--- config.mk ---
export PLATFORM = sky130hd
export DESIGN_NAME = echo_ping_responder_core
export DESIGN_NICKNAME = d
export VERILOG_FILES = /design/src/epr_pkg.sv /design/src/epr_ram.sv /design/src/echo_ping_responder_core.sv
export SDC_FILE = /design/constraint.sdc
export NUM_CORES = 1
export LEC_CHECK = 0
export BUFFER_PORTS_ARGS = -buffer_cell sky130_fd_sc_hd__buf_2
export CAP_MARGIN = 25
export CELL_PAD_IN_SITES_DETAIL_PLACEMENT = 1
export CELL_PAD_IN_SITES_GLOBAL_PLACEMENT = 1
export CORE_MARGIN = 3
export CORE_UTILIZATION = 49
export CTS_CLUSTER_DIAMETER = 40
export DETAILED_ROUTE_END_ITERATION = 8
export GPL_TIMING_DRIVEN = 0
export PLACE_DENSITY = 0.9
export SYNTH_ARGS = -nofsm -noshare
export SYNTH_HDL_FRONTEND = slang
export SYNTH_SLANG_ARGS = --single-unit
--- constraint.sdc ---
create_clock -name clock -period 10.4 [get_ports clock]
set_clock_uncertainty 0.05 [all_clocks]
set_input_delay 0.52 -clock clock [delete_from_list [all_inputs] [get_ports clock]]
set_output_delay 0.52 -clock clock [all_outputs]
set_load 0.02 [all_outputs]
--- src/epr_pkg.sv ---
// Package with the constants, codes and types of the echo and ping responder.
package epr_pkg;

   // Words in one stored reply and in one outgoing ping.
   localparam int PAYLOAD_WORDS = 4;
   // Bits of answer history that are kept.
   localparam int HISTORY_BITS = 64;

   // Index into the reply buffer, and a count that can hold the word total itself.
   localparam int IDX_W = (PAYLOAD_WORDS > 1) ? $clog2(PAYLOAD_WORDS) : 1;
   localparam int CNT_W = $clog2(PAYLOAD_WORDS + 1);

   // Register indexes of the configuration port.
   localparam logic [2:0] CSR_PEER_ADDRESS = 3'd0;
   localparam logic [2:0] CSR_PING_PERIOD  = 3'd1;
   localparam logic [2:0] CSR_REQUEST_TYPE = 3'd2;
   localparam logic [2:0] CSR_REPLY_TYPE   = 3'd3;
   localparam logic [2:0] CSR_SERVICE_ID   = 3'd4;

   // Reset values of the configuration registers.
   localparam logic [15:0] PEER_ADDRESS_RST = 16'd0;
   localparam logic [15:0] PING_PERIOD_RST  = 16'd1000;
   localparam logic [7:0]  REQUEST_TYPE_RST = 8'd0;
   localparam logic [7:0]  REPLY_TYPE_RST   = 8'd1;
   localparam logic [7:0]  SERVICE_ID_RST   = 8'd0;

   // Input commands.
   typedef enum logic [1:0] {
      CMD_TICK = 2'd0,
      CMD_BEAT = 2'd1,
      CMD_READ = 2'd2
   } command_type;

   // Result kinds.
   typedef enum logic [2:0] {
      KIND_NONE  = 3'd0,
      KIND_REPLY = 3'd1,
      KIND_PING  = 3'd2,
      KIND_PONG  = 3'd3,
      KIND_WRONG = 3'd4
   } kind_type;

   // Controller states.
   typedef enum logic [1:0] {
      ST_IDLE,
      ST_REPLY,
      ST_PING
   } state_type;

endpackage

--- src/epr_ram.sv ---
// Generic single-port-write, single-port-read RAM with registered read data.
module epr_ram #(
   parameter int WIDTH = 32,
   parameter int DEPTH = 4,
   localparam int AW = (DEPTH > 1) ? $clog2(DEPTH) : 1
) (
   input  logic             clock,
   input  logic             wr_en,
   input  logic [AW-1:0]    wr_addr,
   input  logic [WIDTH-1:0] wr_data,
   input  logic             rd_en,
   input  logic [AW-1:0]    rd_addr,
   output logic [WIDTH-1:0] rd_data
);

   logic [WIDTH-1:0] mem_ff [DEPTH];
   logic [WIDTH-1:0] rd_data_ff;

   // Write port, and a read port whose data holds while no read is issued.
   always_ff @(posedge clock) begin
      if (wr_en) begin
         mem_ff[wr_addr] <= wr_data;
      end
      if (rd_en) begin
         rd_data_ff <= mem_ff[rd_addr];
      end
   end

   assign rd_data = rd_data_ff;

endmodule

--- src/echo_ping_responder_core.sv ---
// Top level of the echo and ping responder: control, counters and the reply buffer.
//
//  channel  | ports                         | carries
//  ---------+-------------------------------+------------------------------------------
//  request  | req_valid / req_stall / req_* | one tick, one incoming beat or one read
//  response | rsp_valid / rsp_stall / rsp_* | one outgoing word or one status word
//  config   | csr_we / csr_index / csr_wdata| one register write
//
// A tick, a beat or a read with nothing to send leaves the controller idle; a pong loads its status
// word in the cycle of acceptance.
// For a stored reply, the first read of the reply buffer RAM is issued in the cycle after
// acceptance and its data arrives in the cycle after that.
// Reset is synchronous and clears all control state; the reply buffer is not cleared.
// With rsp_valid high, a high rsp_stall holds the output word, pauses any emission and stalls new requests.
module echo_ping_responder_core
   import epr_pkg::*;
(
   input  logic        clock,
   input  logic        reset,
   // Request channel.
   input  logic        req_valid,
   output logic        req_stall,
   input  logic [1:0]  req_command,
   input  logic [7:0]  req_payload_type,
   input  logic [15:0] req_src_addr,
   input  logic [7:0]  req_from_service,
   input  logic [3:0]  req_beat_index,
   input  logic [31:0] req_payload_word,
   input  logic        req_beat_last,
   // Response channel.
   output logic        rsp_valid,
   input  logic        rsp_stall,
   output logic [2:0]  rsp_kind,
   output logic [15:0] rsp_to_addr,
   output logic [7:0]  rsp_dst_service,
   output logic [7:0]  rsp_out_type,
   output logic [31:0] rsp_out_word,
   output logic        rsp_last_beat,
   output logic [31:0] rsp_lost_count,
   output logic [31:0] rsp_sent_count,
   output logic [63:0] rsp_history,
   output logic [15:0] rsp_round_trip,
   // Configuration port.
   input  logic        csr_we,
   input  logic [2:0]  csr_index,
   input  logic [15:0] csr_wdata
);

   // Configuration registers.
   logic [15:0] peer_addr_ff;
   logic [15:0] period_ff;
   logic [7:0]  req_type_ff;
   logic [7:0]  rep_type_ff;
   logic [7:0]  service_id_ff;

   // Control state.
   state_type         state_ff, state_in;
   logic              pending_ff, pending_in;
   logic [15:0]       countdown_ff, countdown_in;
   logic [31:0]       lost_ff, lost_in;
   logic [31:0]       sent_ff, sent_in;
   logic [HISTORY_BITS-1:0] hist_ff, hist_in;
   logic [CNT_W-1:0]  rd_cnt_ff, rd_cnt_in;
   logic              rd_vld_ff, rd_vld_in;
   logic [IDX_W-1:0]  out_cnt_ff, out_cnt_in;
   logic              rsp_valid_ff, rsp_valid_in;

   // Payload registers.
   logic [15:0] reply_addr_ff, reply_addr_in;
   logic [7:0]  reply_svc_ff, reply_svc_in;
   kind_type    rsp_kind_ff, rsp_kind_in;
   logic [15:0] rsp_addr_ff, rsp_addr_in;
   logic [7:0]  rsp_svc_ff, rsp_svc_in;
   logic [7:0]  rsp_type_ff, rsp_type_in;
   logic [31:0] rsp_word_ff, rsp_word_in;
   logic        rsp_last_ff, rsp_last_in;
   logic [15:0] rsp_rtt_ff, rsp_rtt_in;

   // Decode and handshake signals.
   command_type cmd;
   logic        req_acc;
   logic        out_free;
   logic        is_request;
   logic        is_reply;
   logic        pong_match;
   logic        ping_due;
   logic        in_range;
   logic        load_last;
   logic        pong_load;
   logic        rd_issue;
   logic        ram_we;
   logic [31:0] ram_rdata;

   assign cmd        = command_type'(req_command);
   assign out_free   = !rsp_valid_ff || !rsp_stall;
   assign req_stall  = !(state_ff == ST_IDLE && out_free);
   assign req_acc    = req_valid && !req_stall;
   assign is_request = (req_payload_type == req_type_ff);
   assign is_reply   = !is_request && (req_payload_type == rep_type_ff) &&
                       (peer_addr_ff != 16'd0) && (peer_addr_ff == req_src_addr) &&
                       (req_beat_index == 4'd0);
   assign pong_match = (req_payload_word == sent_ff) && !hist_ff[0];
   assign ping_due   = (peer_addr_ff != 16'd0) && (countdown_ff == 16'd0);
   assign in_range   = (32'(req_beat_index) < PAYLOAD_WORDS);
   assign ram_we     = req_acc && (cmd == CMD_BEAT) && is_request && in_range;

   // Reply buffer: written by request beats, read back word by word.
   epr_ram #(
      .WIDTH (32),
      .DEPTH (PAYLOAD_WORDS)
   ) u_reply_ram (
      .clock   (clock),
      .wr_en   (ram_we),
      .wr_addr (req_beat_index[IDX_W-1:0]),
      .wr_data (req_payload_word),
      .rd_en   (rd_issue),
      .rd_addr (rd_cnt_ff[IDX_W-1:0]),
      .rd_data (ram_rdata)
   );

   // Configuration writes.
   always_ff @(posedge clock) begin
      if (reset) begin
         peer_addr_ff  <= PEER_ADDRESS_RST;
         period_ff     <= PING_PERIOD_RST;
         req_type_ff   <= REQUEST_TYPE_RST;
         rep_type_ff   <= REPLY_TYPE_RST;
         service_id_ff <= SERVICE_ID_RST;
      end else if (csr_we) begin
         unique case (csr_index)
            CSR_PEER_ADDRESS: peer_addr_ff  <= csr_wdata;
            CSR_PING_PERIOD:  period_ff     <= csr_wdata;
            CSR_REQUEST_TYPE: req_type_ff   <= csr_wdata[7:0];
            CSR_REPLY_TYPE:   rep_type_ff   <= csr_wdata[7:0];
            CSR_SERVICE_ID:   service_id_ff <= csr_wdata[7:0];
            default: ;
         endcase
      end
   end

   // Next state.
   always_comb begin
      state_in = state_ff;
      unique case (state_ff)
         ST_IDLE: begin
            if (req_acc && cmd == CMD_READ) begin
               if (pending_ff) begin
                  state_in = ST_REPLY;
               end else if (ping_due) begin
                  state_in = ST_PING;
               end
            end
         end
         ST_REPLY, ST_PING: begin
            if (load_last) begin
               state_in = ST_IDLE;
            end
         end
         default: state_in = ST_IDLE;
      endcase
   end

   // Datapath and output word for each state.
   always_comb begin
      pending_in    = pending_ff;
      countdown_in  = countdown_ff;
      lost_in       = lost_ff;
      sent_in       = sent_ff;
      hist_in       = hist_ff;
      rd_cnt_in     = rd_cnt_ff;
      rd_vld_in     = rd_vld_ff;
      out_cnt_in    = out_cnt_ff;
      reply_addr_in = reply_addr_ff;
      reply_svc_in  = reply_svc_ff;
      rsp_valid_in  = rsp_valid_ff && rsp_stall;
      rsp_kind_in   = rsp_kind_ff;
      rsp_addr_in   = rsp_addr_ff;
      rsp_svc_in    = rsp_svc_ff;
      rsp_type_in   = rsp_type_ff;
      rsp_word_in   = rsp_word_ff;
      rsp_last_in   = rsp_last_ff;
      rsp_rtt_in    = rsp_rtt_ff;
      load_last     = 1'b0;
      pong_load     = 1'b0;
      rd_issue      = 1'b0;

      unique case (state_ff)
         ST_IDLE: begin
            if (req_acc) begin
               case (cmd)
                  CMD_TICK: begin
                     if (countdown_ff != 16'd0) begin
                        countdown_in = countdown_ff - 16'd1;
                     end
                  end
                  CMD_BEAT: begin
                     if (is_request) begin
                        reply_addr_in = req_src_addr;
                        reply_svc_in  = req_from_service;
                        if (req_beat_last) begin
                           pending_in = 1'b1;
                        end
                     end else if (is_reply) begin
                        // A pong yields one status word, matched or not.
                        rsp_valid_in = 1'b1;
                        rsp_addr_in  = 16'd0;
                        rsp_svc_in   = 8'd0;
                        rsp_type_in  = 8'd0;
                        rsp_word_in  = 32'd0;
                        rsp_last_in  = 1'b1;
                        if (pong_match) begin
                           pong_load   = 1'b1;
                           lost_in     = lost_ff - 32'd1;
                           hist_in     = hist_ff | HISTORY_BITS'(1);
                           rsp_kind_in = KIND_PONG;
                           rsp_rtt_in  = period_ff - countdown_ff;
                        end else begin
                           rsp_kind_in = KIND_WRONG;
                           rsp_rtt_in  = 16'd0;
                        end
                     end
                  end
                  CMD_READ: begin
                     rd_cnt_in  = '0;
                     rd_vld_in  = 1'b0;
                     out_cnt_in = '0;
                     if (pending_ff) begin
                        pending_in = 1'b0;
                     end else if (ping_due) begin
                        lost_in      = lost_ff + 32'd1;
                        sent_in      = sent_ff + 32'd1;
                        hist_in      = hist_ff << 1;
                        countdown_in = period_ff;
                     end else begin
                        // Nothing to send.
                        rsp_valid_in = 1'b1;
                        rsp_kind_in  = KIND_NONE;
                        rsp_addr_in  = 16'd0;
                        rsp_svc_in   = 8'd0;
                        rsp_type_in  = 8'd0;
                        rsp_word_in  = 32'd0;
                        rsp_last_in  = 1'b1;
                        rsp_rtt_in   = 16'd0;
                     end
                  end
                  default: ;
               endcase
            end
         end
         ST_REPLY: begin
            // Move one buffered word into the output register.
            if (out_free && rd_vld_ff) begin
               rsp_valid_in = 1'b1;
               rsp_kind_in  = KIND_REPLY;
               rsp_addr_in  = reply_addr_ff;
               rsp_svc_in   = reply_svc_ff;
               rsp_type_in  = rep_type_ff;
               rsp_word_in  = ram_rdata;
               rsp_last_in  = (out_cnt_ff == IDX_W'(PAYLOAD_WORDS - 1));
               rsp_rtt_in   = 16'd0;
               load_last    = rsp_last_in;
               out_cnt_in   = out_cnt_ff + IDX_W'(1);
               rd_vld_in    = 1'b0;
            end
            // Keep the RAM read one word ahead of the output register.
            if ((rd_cnt_ff < CNT_W'(PAYLOAD_WORDS)) && (!rd_vld_ff || (out_free && rd_vld_ff))) begin
               rd_issue  = 1'b1;
               rd_cnt_in = rd_cnt_ff + CNT_W'(1);
               rd_vld_in = 1'b1;
            end
         end
         ST_PING: begin
            // Word zero carries the sent count, the rest are zero.
            if (out_free) begin
               rsp_valid_in = 1'b1;
               rsp_kind_in  = KIND_PING;
               rsp_addr_in  = peer_addr_ff;
               rsp_svc_in   = service_id_ff;
               rsp_type_in  = req_type_ff;
               rsp_word_in  = (out_cnt_ff == '0) ? sent_ff : 32'd0;
               rsp_last_in  = (out_cnt_ff == IDX_W'(PAYLOAD_WORDS - 1));
               rsp_rtt_in   = 16'd0;
               load_last    = rsp_last_in;
               out_cnt_in   = out_cnt_ff + IDX_W'(1);
            end
         end
         default: ;
      endcase
   end

   // Control registers.
   always_ff @(posedge clock) begin
      if (reset) begin
         state_ff     <= ST_IDLE;
         pending_ff   <= 1'b0;
         countdown_ff <= 16'd0;
         lost_ff      <= 32'd0;
         sent_ff      <= 32'd0;
         hist_ff      <= '0;
         rd_cnt_ff    <= '0;
         rd_vld_ff    <= 1'b0;
         out_cnt_ff   <= '0;
         rsp_valid_ff <= 1'b0;
         reply_addr_ff <= 16'd0;
         reply_svc_ff  <= 8'd0;
      end else begin
         state_ff     <= state_in;
         pending_ff   <= pending_in;
         countdown_ff <= countdown_in;
         lost_ff      <= lost_in;
         sent_ff      <= sent_in;
         hist_ff      <= hist_in;
         rd_cnt_ff    <= rd_cnt_in;
         rd_vld_ff    <= rd_vld_in;
         out_cnt_ff   <= out_cnt_in;
         rsp_valid_ff <= rsp_valid_in;
         reply_addr_ff <= reply_addr_in;
         reply_svc_ff  <= reply_svc_in;
      end
   end

   // Output word registers.
   always_ff @(posedge clock) begin
      rsp_kind_ff <= rsp_kind_in;
      rsp_addr_ff <= rsp_addr_in;
      rsp_svc_ff  <= rsp_svc_in;
      rsp_type_ff <= rsp_type_in;
      rsp_word_ff <= rsp_word_in;
      rsp_last_ff <= rsp_last_in;
      rsp_rtt_ff  <= rsp_rtt_in;
   end

   // Counters are shown directly from their registers, not sampled with the output word.
   assign rsp_valid       = rsp_valid_ff;
   assign rsp_kind        = rsp_kind_ff;
   assign rsp_to_addr     = rsp_addr_ff;
   assign rsp_dst_service = rsp_svc_ff;
   assign rsp_out_type    = rsp_type_ff;
   assign rsp_out_word    = rsp_word_ff;
   assign rsp_last_beat   = rsp_last_ff;
   assign rsp_lost_count  = lost_ff;
   assign rsp_sent_count  = sent_ff;
   assign rsp_history     = 64'(hist_ff);
   assign rsp_round_trip  = rsp_rtt_ff;

`ifndef SYNTHESIS
   // Buffered read data always belongs to a read that was issued.
   a_rd_vld_issued: assert property (@(posedge clock) disable iff (reset)
      (state_ff == ST_REPLY && rd_vld_ff) |-> (rd_cnt_ff != '0))
      else $error("reply data valid without an issued read");

   // A finished reply leaves nothing pending.
   a_reply_clears_pending: assert property (@(posedge clock) disable iff (reset)
      (state_ff == ST_REPLY && load_last) |=> (!pending_ff && state_ff == ST_IDLE))
      else $error("reply pending after its emission");

   // A matched pong marks the newest ping as answered.
   a_pong_sets_history: assert property (@(posedge clock) disable iff (reset)
      pong_load |=> hist_ff[0])
      else $error("history bit not set after a matched pong");

   // Starting a ping advances the sent count by one.
   a_ping_counts: assert property (@(posedge clock) disable iff (reset)
      (state_ff == ST_IDLE && state_in == ST_PING) |=> (sent_ff == $past(sent_ff) + 32'd1))
      else $error("sent count not advanced by a ping");
`endif

endmodule
==> results of run 1 <==
==> state kept, by name (all words and copies together), names as in the netlist, 16 cells and up <==
| signal | flops |
|---|---|
| u_reply_ram.mem_ff | 128 |
| rsp_history | 64 |
| rsp_lost_count | 32 |
| rsp_out_word | 32 |
| rsp_sent_count | 32 |
| u_reply_ram.rd_data | 32 |
| countdown_ff | 16 |
| peer_addr_ff | 16 |
| period_ff | 16 |
| reply_addr_ff | 16 |
| rsp_round_trip | 16 |
| rsp_to_addr | 16 |
==> routing by layer <==
| metal | GRT usage | share of wire | vias up |
|---|---|---|---|
| li1 | - | - | 7739 |
| met5 | 0 | 0.00018 | - |
| met2 | 0.541 | 0.52 | 673 |
| met1 | 0.374 | 0.39 | 8725 |
| met3 | 0.0520 | 0.060 | 198 |
| met4 | 0.134 | 0.038 | 2 |
==> cell type report <==
cell class	instances	area [µm²]	area share
Sequential cell	478	12000	0.465
Multi-Input combinational cell	1305	8480	0.328
Clock buffer	84	1920	0.0742
Timing Repair Buffer	320	1770	0.0684
Tap cell	539	674	0.0261
Clock inverter	45	414	0.0160
Buffer	100	389	0.0151
Inverter	42	158	0.00610
Antenna cell	12	30.0	0.00116
==> synthesized netlist by cell type (33+ instances only) <==
library cell / n / share of area
nor2_1: 167 / 0.030
inv_1: 42 / 0.0075
o21ai_0: 38 / 0.0091
edfxtp_1: 244 / 0.35
a21oi_1: 186 / 0.044
xnor2_1: 57 / 0.024
nand2_1: 303 / 0.054
xor2_1: 70 / 0.029
a22o_1: 68 / 0.028
ha_1: 58 / 0.035
clkbuf_1: 84 / 0.015
dfxtp_1: 234 / 0.22
mux2i_1: 33 / 0.016
==> power by group <==
part	switching [mW]	internal [mW]	leakage, nW
Sequential	0.0721	2.10	4.12
Clock	0.924	1.43	1.14
Combinational	0.782	0.434	4.73
==> path summary, 6_finish.rpt <==
path	end	start	cells past startpoint	slack (ns)
setup reg to reg	u_reply_ram.mem_ff[2][15]	state_ff[0]	10	6.03
hold reg to reg	rsp_history[63]	rsp_history[63]	2	0.40
setup / recovery	u_reply_ram.mem_ff[2][15]	state_ff[0]	10	6.03
hold / removal	u_reply_ram.mem_ff[0][26]	req_payload_word[26]	1	0.11
==> cell families after synthesis <==
group,Yosys count,synth area share
flip-flops,478,0.572
XOR/XNOR,127,0.0530
AND/OR/NAND/NOR,653,0.140
AO/OA/AOI/OAI,399,0.122
buffers and inverters,142,0.0260
adder cells (fa/ha/maj),60,0.0365
multiplexers,66,0.0506
==> stage by stage <==
| stage | utilization | setup WS, ns | hold slack, ns |
|---|---|---|---|
| final | 0.613 | 6.03 | 0.112 |
| after CTS | 0.612 | 6.03 | 0.0910 |
| after global routing | 0.613 | 5.77 | 0.0971 |
| after detailed placement | 0.557 | 5.69 | 0.399 |
| after global placement | 0.551 | 1.08 | 0.391 |
| after floorplan | - | 4.26 | 0.386 |
==> worst max-delay path: stages (launching register included) <==
cell	delay (ns)
dfxtp_1	0.34
inv_1	0.10
ha_1	0.37
and3_1	0.21
clkbuf_1	0.26
and3_1	0.20
clkbuf_1	0.62
buf_1	0.75
nand3_1	0.35
nor2_4	0.52
buf_12	0.26
==> out/results.tsv, run 1 <==
metric	value	unit
clockRootBuffer	clkbuf_16	
grt_pass1_wl	107000	µm
ir_worst_vdd	148	µV
synthCells	1925	
synth-edff-count	244	
drv_slew	0	
outcome	completed	
period_needed	4.37	ns
max_slew.worst_pin.slew	1.03	ns
core	0.0421	mm²
hpwlAfterDp	49300	µm
dieArea	0.0454	mm²
drt-pass1-iter-count	5	
fillers	4480	
layout_commonest_cell	buf_2	
cts_hold_buf	0	
clock_latency	0.60	ns
dpl.cell_count	2782	
cp_data_required_time	10.65	ns
rows	75	
total_power	5.75	mW
wl_per_cell	24.5	µm
cap_violations	0	
finalHoldViolCount	0	
syn_avg_cell_area	10.9	µm²
finalSetupViolations	0	
grt_max_degree	33	
synth.net_count	2080	
ys_ff_latch	478	
netlist_area	0.0210	mm²
p_per_area	222	mW/mm²
routabilityCongestion	0.916	
fin_cells	2925	
port_buffers	307	
cts_tree	done	
num_vias	17300	
drtAntennaViolNets	0	
synth-async-reset-ratio	0	
ys.flop_type	edfxtp_1	
clk_pin_slew_worst_paths	0.06	ns
slew_headroom	0.315	
holdCritPathClass	in -> reg	
wl	71600	µm
layout-drive-gt1-share	0.210	
clk_path_buf_depth	3	
period_share	0.420	
yosys_warnings	0	
fp.dieW	213	µm
avgViaCountPerCell	5.93	
synth_cell_types	73	
startpoint_type	flop	
critPathKind	reg -> reg	
grt_remaining_overflow	0	
syn_to_final_growth	23.1	%
grt_pass1_vias	18300	
final_cell_mix	buf_2 (314), nand2_1 (303), edfxtp_1 (244), dfxtp_1 (234), a21oi_1 (185)	
cts_setup_buffers	0	
drtIter0Drc	1300	
antenna_found_initial	10	
ios	309	
cp_max_fo	21	
htreeDepth	3	
cts.sinks	478	
end_kind	flop	
cts_resized	0	
place_area	0.0234	mm²
layout.nets	2473	
final_area	0.0258	mm²
drc	0	
max_freq	0.229	GHz
p_leak	9.99	nW
floorplan.initialDensity	0.498	
setup_tns	0	ns
worstPathArrival	4.62	ns
cts_buffers	71	
grt_setup_unrepaired	no	
die_y	213	µm
grtUsageTotal	0.308	
yosysSeqAreaShare	0.572	
(Power assumes the default switching activity.)
==> run 2, diff against run 1 <==
- CORE_UTILIZATION: 49 -> 41
- PLACE_DENSITY: 0.9 -> 0.8
- clock period: 10.4 -> 3.69 ns (I/O delays scaled with it)
==> run 2 against run 1 <==
- sequential share of layout area shrank 2.8 points
- non-clock buffer count increased by 85
- worst setup slack worse by 5.9 ns
- hold slack got worse by 0.059 ns
- largest cell class unchanged
==> out/results.tsv, run 2 (synthesis gave the netlist of run 1 again) <==
metric	value	unit	change
outcome	completed		
worstPathArrival	4.08	ns	-0.54 ns
drt-pass1-iter-count	5		unchanged
max_freq	0.278	GHz	+22%
cp_max_fo	10		-52%
clockRootBuffer	clkbuf_16		
pre_cts_ws	-1.08	ns	-6.77 ns
hpwlAfterDp	48200	µm	-2.2%
drc	0		unchanged
wl	72800	µm	+1.6%
drtAntennaViolNets	0		unchanged
fp.dieW	232	µm	+9.1%
layout_commonest_cell	buf_2		
cp_data_required_time	4.18	ns	-6.47 ns
clk_pin_slew_worst_paths	0.06	ns	about the same
period_needed	3.59	ns	-0.779 ns
wl_per_cell	23.1	µm	-5.7%
drv_slew	0		unchanged
largest_reg_flops	128		unchanged
period_share	0.974		+0.553
layout.nets	2566		+3.8%
p_leak	10.7	nW	+6.7%
finalSetupViolations	0		unchanged
end_kind	flop		
drtIter0Drc	1128		-13%
r2r-end	rsp_lost_count[19]		
holdCritPathClass	in -> reg		
critPathKind	reg -> reg		
avgViaCountPerCell	5.53		-6.7%
rows	82		+9.3%
core	0.0504	mm²	+20%
cts_tree	done		
num_vias	17400		+0.59%
max_slew.worst_pin.slew	1.08	ns	+0.0481 ns
r2r_cells	13		+3
clk_path_buf_depth	3		unchanged
r2r_setup_slack	0.1	ns	-5.93 ns
r2r-start	rsp_sent_count[26]		
grt_pass1_vias	18800		+2.7%
antenna_found_initial	4		-6
startpoint_type	flop		
syn_to_final_growth	31.0	%	
fin_ws	0.0972	ns	-5.93 ns
grt_remaining_overflow	0		unchanged
grt_pass1_wl	110000	µm	+2.4%
hp-start	csr_index[0]		
ir_worst_vdd	591	µV	+300%
ios	309		unchanged
cts.sinks	478		unchanged
port_buffers	307		unchanged
cap_violations	0		unchanged
final_cell_mix	buf_2 (314), nand2_1 (303), edfxtp_1 (244), dfxtp_1 (231), a21oi_1 (185)		
dieArea	0.0540	mm²	+19%
p_per_area	637	mW/mm²	+190%
grtUsageTotal	0.266		-0.0423
slew_headroom	0.283		-0.0321
htreeDepth	3		unchanged
layout-drive-gt1-share	0.222		+0.0118
grt_max_degree	41		+24%
floorplan.initialDensity	0.417		-0.0815
finalHoldViolCount	0		unchanged
cts_buffers	79		+11%
fillers	5387		+20%
routabilityCongestion	0.876		-4.4%
die_y	232	µm	+9.1%
regMostFlops	u_reply_ram.mem_ff		
clock_latency	0.64	ns	+0.04 ns
multi_input_area	0.00853	mm²	+0.62%
seq_area	0.0120	mm²	about the same
whs_path_depth	5		+4
fin_util	0.546		-0.0673
holdPathEnd	period_ff[10]		
[run 2: area by class of cell]
cell class                      instances  area share
Sequential cell                       478       0.437
Multi-Input combinational cell       1305       0.310
Timing Repair Buffer                  407      0.0993
Clock buffer                           95      0.0782
Tap cell                              672      0.0306
Clock inverter                         53      0.0244
Buffer                                 98      0.0145
Inverter                               42     0.00573
Antenna cell                            3    0.000273
[run 2: worst max-delay path by stage]
stage / from / to / slack (ns) / cells after the start
after floorplan: state_ff[0] / u_reply_ram.mem_ff[2][0] / -0.36 / 9
after global placement: state_ff[0] / u_reply_ram.mem_ff[2][18] / -2.45 / 9
after detailed placement: req_command[0] / rsp_lost_count[28] / -1.08 / 17
after CTS: rsp_sent_count[0] / rsp_lost_count[11] / 0.003 / 12
after global routing: req_command[0] / rsp_lost_count[31] / -0.03 / 18
final: rsp_sent_count[26] / rsp_lost_count[19] / 0.1 / 13
[run 2: worst max-delay path, stage by stage, from the launching register on]
cell	delay, ns
dfxtp_1	0.46
xor2_1	0.14
nor4_2	0.41
nand4_1	0.22
or4_1	0.63
nor4_4	0.24
buf_4	0.19
and2_1	0.13
o2111ai_1	0.21
buf_4	0.25
buf_2	0.23
nor2_1	0.18
a21oi_1	0.05
nor2_1	0.08
[run 2: metal layers]
| metal | global-route usage | share of wire |
|---|---|---|
| met2 | 0.462 | 0.50 |
| met5 | 0 | 0 |
| met3 | 0.0574 | 0.068 |
| met4 | 0.130 | 0.044 |
| met1 | 0.311 | 0.38 |
[run 2: metrics by stage]
| stage | instance area (µm²) | TNS [ns] | hold slack [ns] | std cells | total power, mW |
|---|---|---|---|---|---|
| CTS | 27400 | 0 | 0.0112 | 3143 | 17.5 |
| global route | 27500 | -0.0343 | 0.0734 | 3152 | 18.3 |
| floorplan | 21000 | -23.29 | 0.233 | 1925 | 8.50 |
| finish | 27500 | 0 | 0.0524 | 3153 | 17.5 |
| detailed placement | 23700 | -88.77 | 0.381 | 2915 | 9.58 |
| global placement | 23400 | -364.73 | 0.371 | 2904 | 9.39 |
[run 2: report_power, final]
part	switching [mW]	leakage [nW]	total (mW)	internal (mW)
combinational	2.22	5.16	3.56	1.34
clock	2.98	1.37	7.84	4.85
sequential	0.207	4.13	6.13	5.93
total	5.41	10.7	17.5	12.1
[run 2: timing repair]
action,in CTS,in global routing
setup buffers,4,6
setup endpoints to repair,179,79
pin swaps,3,4
hold buffers,77,0
endpoints found under the hold margin,213,0
gates resized for setup,8,16
